--- src/rtl/pa3d_pkg.sv ---
package pa3d_pkg;

    // Fixed field widths
    localparam int IN_BITS    = 16;
    localparam int SUM_BITS   = 44;
    localparam int OUT_BITS   = 43;
    localparam int HALF_BITS  = 22;
    localparam int ROOT_BITS  = 46;
    localparam int SQ_BITS    = 2 * ROOT_BITS;
    localparam int REM_BITS   = ROOT_BITS + 2;

    // Job queue between front and back (power of two, pointers wrap naturally)
    localparam int QUEUE_DEPTH = 2;
    localparam int QPTR_BITS   = $clog2(QUEUE_DEPTH);
    localparam int QCNT_BITS   = $clog2(QUEUE_DEPTH + 1);

    // Result status codes
    localparam logic [1:0] STATUS_OK  = 2'd0;
    localparam logic [1:0] STATUS_FEW = 2'd1;
    localparam logic [1:0] STATUS_OVF = 2'd2;

    typedef struct packed {
        logic signed [IN_BITS-1:0] vx;
        logic signed [IN_BITS-1:0] vy;
        logic signed [IN_BITS-1:0] vz;
        logic                      last_vertex;
    } vertex_t;

    typedef struct packed {
        logic [OUT_BITS-1:0] twice_area;
        logic [1:0]          status;
    } result_t;

    // One finished polygon: summed cross vector and its status
    typedef struct packed {
        logic signed [SUM_BITS-1:0] sum_x;
        logic signed [SUM_BITS-1:0] sum_y;
        logic signed [SUM_BITS-1:0] sum_z;
        logic [1:0]                 status;
    } job_t;

endpackage

--- src/rtl/pa3d_fifo.sv ---
module pa3d_fifo
    import pa3d_pkg::*;
(
    input  logic aclk,
    input  logic aresetn,
    input  logic push,
    input  job_t wdata,
    output logic full,
    input  logic pop,
    output job_t rdata,
    output logic empty
);

    job_t                 mem [QUEUE_DEPTH];
    logic [QPTR_BITS-1:0] wptr_reg;
    logic [QPTR_BITS-1:0] rptr_reg;
    logic [QCNT_BITS-1:0] cnt_reg;

    assign full  = (cnt_reg == QCNT_BITS'(QUEUE_DEPTH));
    assign empty = (cnt_reg == '0);
    assign rdata = mem[rptr_reg];

    // storage
    always_ff @(posedge aclk) begin
        if (push) begin
            mem[wptr_reg] <= wdata;
        end
    end

    // pointers and fill count
    always_ff @(posedge aclk) begin
        if (!aresetn) begin
            wptr_reg <= '0;
            rptr_reg <= '0;
            cnt_reg  <= '0;
        end else begin
            if (push) begin
                wptr_reg <= wptr_reg + 1'b1;
            end
            if (pop) begin
                rptr_reg <= rptr_reg + 1'b1;
            end
            if (push && !pop) begin
                cnt_reg <= cnt_reg + 1'b1;
            end else if (pop && !push) begin
                cnt_reg <= cnt_reg - 1'b1;
            end
        end
    end

endmodule

--- config.mk ---
export PLATFORM = sky130hd
export DESIGN_NAME = pa3d_fifo
export DESIGN_NICKNAME = d
export VERILOG_FILES = /design/src/rtl/pa3d_pkg.sv /design/src/rtl/pa3d_fifo.sv
export SDC_FILE = /design/constraint.sdc
export NUM_CORES = 1
export LEC_CHECK = 0
export BUFFER_PORTS_ARGS = -buffer_cell sky130_fd_sc_hd__buf_2
export CAP_MARGIN = 25
export CORE_ASPECT_RATIO = 1.4
export CORE_MARGIN = 1
export CORE_UTILIZATION = 35
export CTS_CLUSTER_SIZE = 25
export DETAILED_ROUTE_END_ITERATION = 16
export MAX_ROUTING_LAYER = met4
export PLACE_DENSITY_LB_ADDON = 0.12
export SLEW_MARGIN = 5
export SYNTH_ARGS = -nofsm -noshare
export SYNTH_HDL_FRONTEND = slang
export SYNTH_SLANG_ARGS = --single-unit
--- constraint.sdc ---
create_clock -name aclk -period 18.76 [get_ports aclk]
set_clock_uncertainty 0.05 [all_clocks]
set_input_delay 1.876 -clock aclk [delete_from_list [all_inputs] [get_ports aclk]]
set_output_delay 1.876 -clock aclk [all_outputs]
set_load 0.02 [all_outputs]
### Yosys cells after proc, flatten, opt, wreduce, memory -nomap -nowiden

Memories as Yosys holds them, arrays and structs flattened. A register that Yosys moved wholly into a read port is not among the register bits.
Cells that the tools add are included.

* add/sub/neg operators: 4
* eq/ne operators: 1
* mux-type cells: 6
* reductions and logical operators: 6

Operators by type and width (number)
* $mux W1: 4
* $mux W2: 2
* $add A1 B1 Y1 const B: 2
* $add A2 B1 Y2 const B: 1
* $eq A2 B2 Y1 const B: 1
* $logic_and A1 B1 Y1: 2
* $logic_not A1 Y1: 2
* $logic_not A2 Y1: 1
* $reduce_bool A2 Y1: 1
* $sub A2 B1 Y2 const B: 1

* register bits: 4
* RAM bits: 268
* input port bits: 138
* output and inout bits: 136
* logic and storage cells: 21
* memories kept: 1

Memories
* mem: words 2, width 134, rd ports 1, clocked after Yosys merged registers in 1, wr ports 1, RTL line pa3d_fifo.sv:14 `job_t mem [QUEUE_DEPTH];`

### Logic depth before layout (Yosys ltp)

Gate-level depths: netlist (run 1).

* word-level depth: 4
* depth in mapped cells: 5
* depth with buffers taken out: 5

### Worst setup path after synthesis (run 1)

Ideal clock, no wire load.

* path type: input to register
* start: input port push
* end: memory mem[0][0] in the netlist's numbering, enable pin
* setup time: 0.645 ns
* arrival time: 7.711 ns
* required time: 18.065 ns
* path slack: 10.354 ns
* stages on the path: 1
* buffers on the path: 0
* cells stage by stage: nor2b_1

* word-level cells in the longest chain between the ends: 2

Ends and longest elaborated chain
* start, declared: RTL line pa3d_fifo.sv:6 `input logic push,`
* $mux W1: RTL line pa3d_fifo.sv:25 `if (push) begin`
* $mux W1 (not written as such): RTL line pa3d_fifo.sv:26 `mem[wptr_reg] <= wdata;`
* end, declared: RTL line pa3d_fifo.sv:14

No other way between the ends.

==> results_dict.tcl, run 1 <==
set metrics [dict create \
    status "finished clean" \
    ys_ff_latch 273 \
    drv_cap 0 \
    rsz0062_at_grt "false" \
    endpoint_kind "output port" \
    start_kind "flop" \
    die_area_um2 29600 \
    via_per_inst 4.45 \
    cts_setup_buffers 0 \
    cts.sinks 273 \
    pin_count 274 \
    cts.path.max_buffers 3 \
    postCtsHoldBufs 0 \
    initial_utilization 0.356 \
    regArea_um2 8150 \
    max_stage_delay_ns 0.53 \
    finalPower_mw 1.43 \
    overflow 0 \
    timing_worst_setup_path_type "flop to output port" \
    grt_max_degree 70 \
    die_height_um 203 \
    rows 73 \
    htreeDepth 1 \
    synth-seq-area-share 0.805 \
    fmax_ghz 0.215 \
    crit_arrival_ns 2.72 \
    met1_usage 0.143 \
    drtIter0Drc 203 \
    ant_nets 0 \
    hold_class "flop to flop" \
    top_usage_layer "met2" \
    worst_pin_slew_ns 1.00 \
    coreArea_um2 28400 \
    layoutNonFillerInstCount 1134 \
    synth_cell_types 18 \
    cts_resized 0 \
    grt_pass1_vias 5562 \
    clkTransAtPathRegs_ns 0.06 \
    n_fill_cell 2516 \
    largest_register_ffs 268 \
    syn_to_final_growth_pct 27.1 \
    crit_slowest_cell "dfxtp_4" \
    syn_area_per_cell_um2 23.1 \
    timing.final.hold_violations 0 \
    gp_congestion 0.721 \
    final_max_slew_viol_count 0 \
    final.setup.tns_ns 0 \
    leakagePower_nw 4.92 \
    grt_pass1_wl_um 31100 \
    dp.final_hpwl_um 13800 \
    min_from "cnt_reg[1]" \
    synth_nets 578 \
    globalRouteTotalUtil 0.144 \
    vias 5042 \
    power.density_nw_per_um2 111 \
    relSlewSlack 0.332 \
    drive_gt1_frac 0.611 \
    critPathRequiredTime_ns 16.83 \
    holdWs_ns 0.469 \
    dr.pass1.iters 4 \
    cts_buffers 28 \
    utilization 0.453 \
    multi_input_area_um2 1860 \
    final_nets 872 \
    min_period_ns 4.65 \
    routed_wl_um 20800 \
    numPortBuffers 273 \
    timing.rr.start "wptr_reg" \
    drc 0 \
    crit_fanout 59 \
    dp.cells 1076 \
    gr-usage-met2 0.268 \
    syn_area_um2 10100 \
    die-width_um 146 \
    cp_cell_sequence "buf_16, buf_4, buf_16, mux2_2, buf_2" \
    clock_latency_ns 0.53 \
    synthCells 439 \
    yosysWarnings 0 \
    ir_drop_mv 0.0813 \
    cts_tree "done" \
    period_share 0.248 \
    grt_use_met3 0.0315 \
    wl_per_cell_um 18.3 \
    crit_top_cell "buf_16" \
    setup_viol 0 \
    root_buffer "clkbuf_16" \
    antenna_found_initial 4 \
]
[cells in the mapped netlist]
master,count,area (um2)
edfxtp_1,268,8050
mux2_2,74,833
mux2_4,60,901
buf_6,8,90.1
buf_2,7,35.0
dfxtp_1,5,100
and2_1,4,25.0
nor2b_1,2,12.5
xor2_1,2,17.5
a21boi_0,1,7.51
and2b_1,1,7.51
ha_1,1,12.5
inv_1,1,3.75
nor2_1,1,3.75
o21a_1,1,7.51
o21ai_0,1,5.00
or3_1,1,6.26
xnor2_1,1,8.76
[power by group]
part,internal (mW),leakage [nW],switching (mW)
clock network,0.322,0.452,0.225
logic,0.0726,1.91,0.0955
registers,0.706,2.56,0.00961
total,1.10,4.92,0.330
[routing by layer]
layer  up-vias  wire length, um  share of wire
met5         -                0              0
met1      2489             7120           0.34
met3        38             1310          0.063
met2       175            11800           0.57
li1       2340                -              -
met4         0              616          0.030
[critical path, delay by kind of cell, from the launching register on]
kind | cells | cell delay [ns]
muxes | 1 | 0.39
buffers and inverters | 4 | 1.15
DFF | 1 | 0.53
[metrics by stage]
step,setup WS (ns),area [um2]
floorplan,10.35,10100
global placement,14.16,11900
detailed placement,14.06,11900
CTS,13.47,12800
global route,13.99,12900
finish,14.11,12900
[area by class of cell]
cell class                 count  share of cell area
antenna                        4            0.000778
clock buffer                  29              0.0564
clock inverter                23              0.0152
inverter                       1            0.000292
multi-input combinational    150               0.144
sequential                   273               0.634
tap                          375              0.0365
timing repair buffer         279               0.113
[cells by family after synthesis]
family,Yosys count,synth area share
flops,273,0.805
mux,134,0.171
buf+inv,16,0.0127
simple gates,9,0.00544
compound gates,3,0.00198
xor+xnor,3,0.00260
fa+ha+maj,1,0.00124
[layout by cell type (no fill, tap or decap), types with 2 or more instances in the layout]
cell type / count
clkinv_2: 9
dfxtp_1: 4
edfxtp_1: 268
clkinv_1: 7
mux2_2: 74
buf_16: 2
and2_1: 3
clkinvlp_4: 3
bufinv_16: 3
clkbuf_16: 29
diode_2: 4
xor2_1: 2
mux2_4: 60
buf_4: 4
buf_2: 273
[final timing paths]
| kind | end | slack (ns) | cells past startpoint |
|---|---|---|---|
| worst max-delay path | rdata[49] | 14.11 | 5 |
| worst min-delay path | cnt_reg[1] | 0.47 | 2 |
| worst max register to register | mem[1][120] | 16.16 | 2 |
| worst min register to register | cnt_reg[1] | 0.47 | 2 |
(Power assumes the default switching activity.)
==> run 2, diff against run 1 <==
--- a/config.mk
+++ b/config.mk
@@ -5,6 +5,7 @@
 export SDC_FILE = /design/constraint.sdc
 export NUM_CORES = 1
 export LEC_CHECK = 0
+export ABC_AREA = 1
 export BUFFER_PORTS_ARGS = -buffer_cell sky130_fd_sc_hd__buf_2
 export CAP_MARGIN = 25
 export CORE_ASPECT_RATIO = 1.4
==> constraint.sdc (replaced) <==
create_clock -name aclk -period 4.1 [get_ports aclk]
set_clock_uncertainty 0.05 [all_clocks]
set_input_delay 0.41 -clock aclk [delete_from_list [all_inputs] [get_ports aclk]]
set_output_delay 0.41 -clock aclk [all_outputs]
set_load 0.02 [all_outputs]
==> run 2 against run 1 <==
  * Routed wire length down 1.4%
  * Critical path depth down 2
  * Sequential power rose to 4.6 times the previous value
  * First-iteration DRC count is 14% lower
  * Total power rose to 4.6 times the previous value
  * Sequential share of layout area decreased by 4.0 points
  * Worst hold slack got worse by 0.44 ns
  * Register-to-register slack lost 14 ns
  * Critical path type unchanged
  * Largest power group unchanged
==> results_dict.tcl, run 2 <==
set metrics [dict create \
    cts_resized 0 \
    worst_pin_slew_ns 0.889 \
    final_max_slew_viol_count 0 \
    globalRouteTotalUtil 0.141 \
    gp_congestion 0.690 \
    layout_commonest_cell "buf_2" \
    largest_register_ffs 268 \
    setup_viol 0 \
    grt_pass1_vias 6032 \
    drive_gt1_frac 0.530 \
    clock_latency_ns 0.53 \
    synth_ff_type "edfxtp_1" \
    endpoint_kind "output port" \
    yosysTopAreaCellShare 0.794 \
    syn_area_per_cell_um2 22.4 \
    utilization 0.483 \
    status "finished clean" \
    initial_utilization 0.357 \
    die_area_um2 29700 \
    synth_area_leaders "edfxtp_1, mux2_4, mux2_2, dfxtp_1, buf_6" \
    pre_cts_ws_ns 1.81 \
    min_period_ns 2.58 \
    timing_worst_setup_path_type "flop to output port" \
    final_nets 975 \
    syn_area_um2 10100 \
    layout_common_cells "buf_2, edfxtp_1, dlygate4sd3_1" \
    dr.pass1.iters 4 \
    drtIter0Drc 174 \
    via_per_inst 4.42 \
    die-width_um 146 \
    numPortBuffers 273 \
    period_share 0.629 \
    drc 0 \
    final_area_um2 13700 \
    synthTopCellsByCount "edfxtp_1, mux2_2, mux2_4, nor2_1" \
    cts_tree "done" \
    synthCells 452 \
    wl_per_cell_um 16.7 \
    relSlewSlack 0.407 \
    n_fill_cell 2439 \
    ys_ff_latch 273 \
    rsz0062_at_grt "false" \
    placed_area_um2 11900 \
    grt_max_degree 91 \
    clkTransAtPathRegs_ns 0.06 \
    routed_wl_um 20500 \
    fmax_ghz 0.388 \
    final.setup.tns_ns 0 \
    synth_top_cell_by_area "edfxtp_1" \
    synth_cell_types 14 \
    overflow 0 \
    rows 73 \
    dp.final_hpwl_um 13100 \
    synth-seq-area-share 0.804 \
    power.density_nw_per_um2 475 \
    start_kind "flop" \
    yosysWarnings 0 \
    synth_nets 591 \
    ant_nets 0 \
    coreArea_um2 28400 \
    synth_edf_count 268 \
    setup_slack_ns 1.52 \
    critPathRequiredTime_ns 3.64 \
    hold_class "input pin to flop" \
    diodes 0 \
    crit_arrival_ns 2.12 \
    die_height_um 203 \
    cts_buffers 27 \
    antenna_found_initial 0 \
    drv_cap 0 \
    syn_to_final_growth_pct 35.5 \
    holdWs_ns 0.0289 \
    htreeDepth 1 \
    grt_pass1_wl_um 31600 \
    cts.path.max_buffers 3 \
    synth-async-reset-ratio 0 \
    yosysMostFrequentCell "edfxtp_1" \
    root_buffer "clkbuf_16" \
    ir_drop_mv 0.323 \
    vias 5435 \
    pin_count 274 \
    cts.sinks 273 \
    timing.final.hold_violations 0 \
    leakagePower_nw 5.30 \
    crit_fanout 35 \
]
[run 2: changes by cell type after synthesis, sizes merged, moves of 2 or more]
cell	change
and2	-4
inv	+7
nand2	+8
nor2	+8
nor2b	-2
xor2	-2
[run 2: repair_timing]
| item | CTS | global route |
|---|---|---|
| hold endpoints to repair | 168 | 5 |
| buffers inserted | 0 | 0 |
| hold buffers | 87 | 3 |
[run 2: worst max-delay path, cell delays in order (launching register included)]
cell,delay [ns]
dfxtp_4,0.43
buf_4,0.55
mux2_2,0.41
buf_2,0.16
[run 2: final cells by class]
type	count	area (um2)	share of cell area
multi-input cells	156	1840	0.134
repair buffers	370	2340	0.171
inverters	8	35.0	0.00255
clock inverters	15	195	0.0142
flip-flops and latches	273	8150	0.594
clock buffers	32	694	0.0506
well taps	375	469	0.0342
[run 2: worst paths after layout]
check / from / endpoint / slack, ns / cells past startpoint
worst max-delay path: flop / rdata[118] / 1.52 / 3
worst min-delay path: wdata[18] / mem[0][18] / 0.03 / 1
worst max register to register: wptr_reg / mem[1][7] / 2.00 / 3
worst min register to register: rptr_reg / flop / 0.45 / 2
[run 2: cells by family (layout without fill, tap and decap cells)]
logic type	after synthesis	count (layout)	share of synthesized area
adder cells (fa/ha/maj)	1	1	0.00123
AO/OA/AOI/OAI	2	2	0.000987
flip-flops	273	273	0.804
multiplexers	134	134	0.171
AND/OR/NAND/NOR	19	19	0.00741
buffers and inverters	23	425	0.0153
[run 2: stage by stage]
stage	power [mW]	instances
after detailed placement	4.03	1092
after CTS	6.62	1226
after global placement	4.01	1092
after floorplan	3.77	452
final	6.53	1229
after global routing	6.76	1229
[run 2: power breakdown]
| group | internal (mW) | switching (mW) |
|---|---|---|
| clock | 1.51 | 0.982 |
| sequential | 3.23 | 0.0368 |
| combinational | 0.344 | 0.418 |
[run 2: routing by layer]
layer | track usage | routed length [um] | up-vias
li1 | - | - | 2545
met1 | 0.150 | 7910 | 2672
met2 | 0.255 | 10800 | 190
met3 | 0.0353 | 1400 | 28
met4 | 0.0421 | 371 | 0
met5 | - | 0 | -
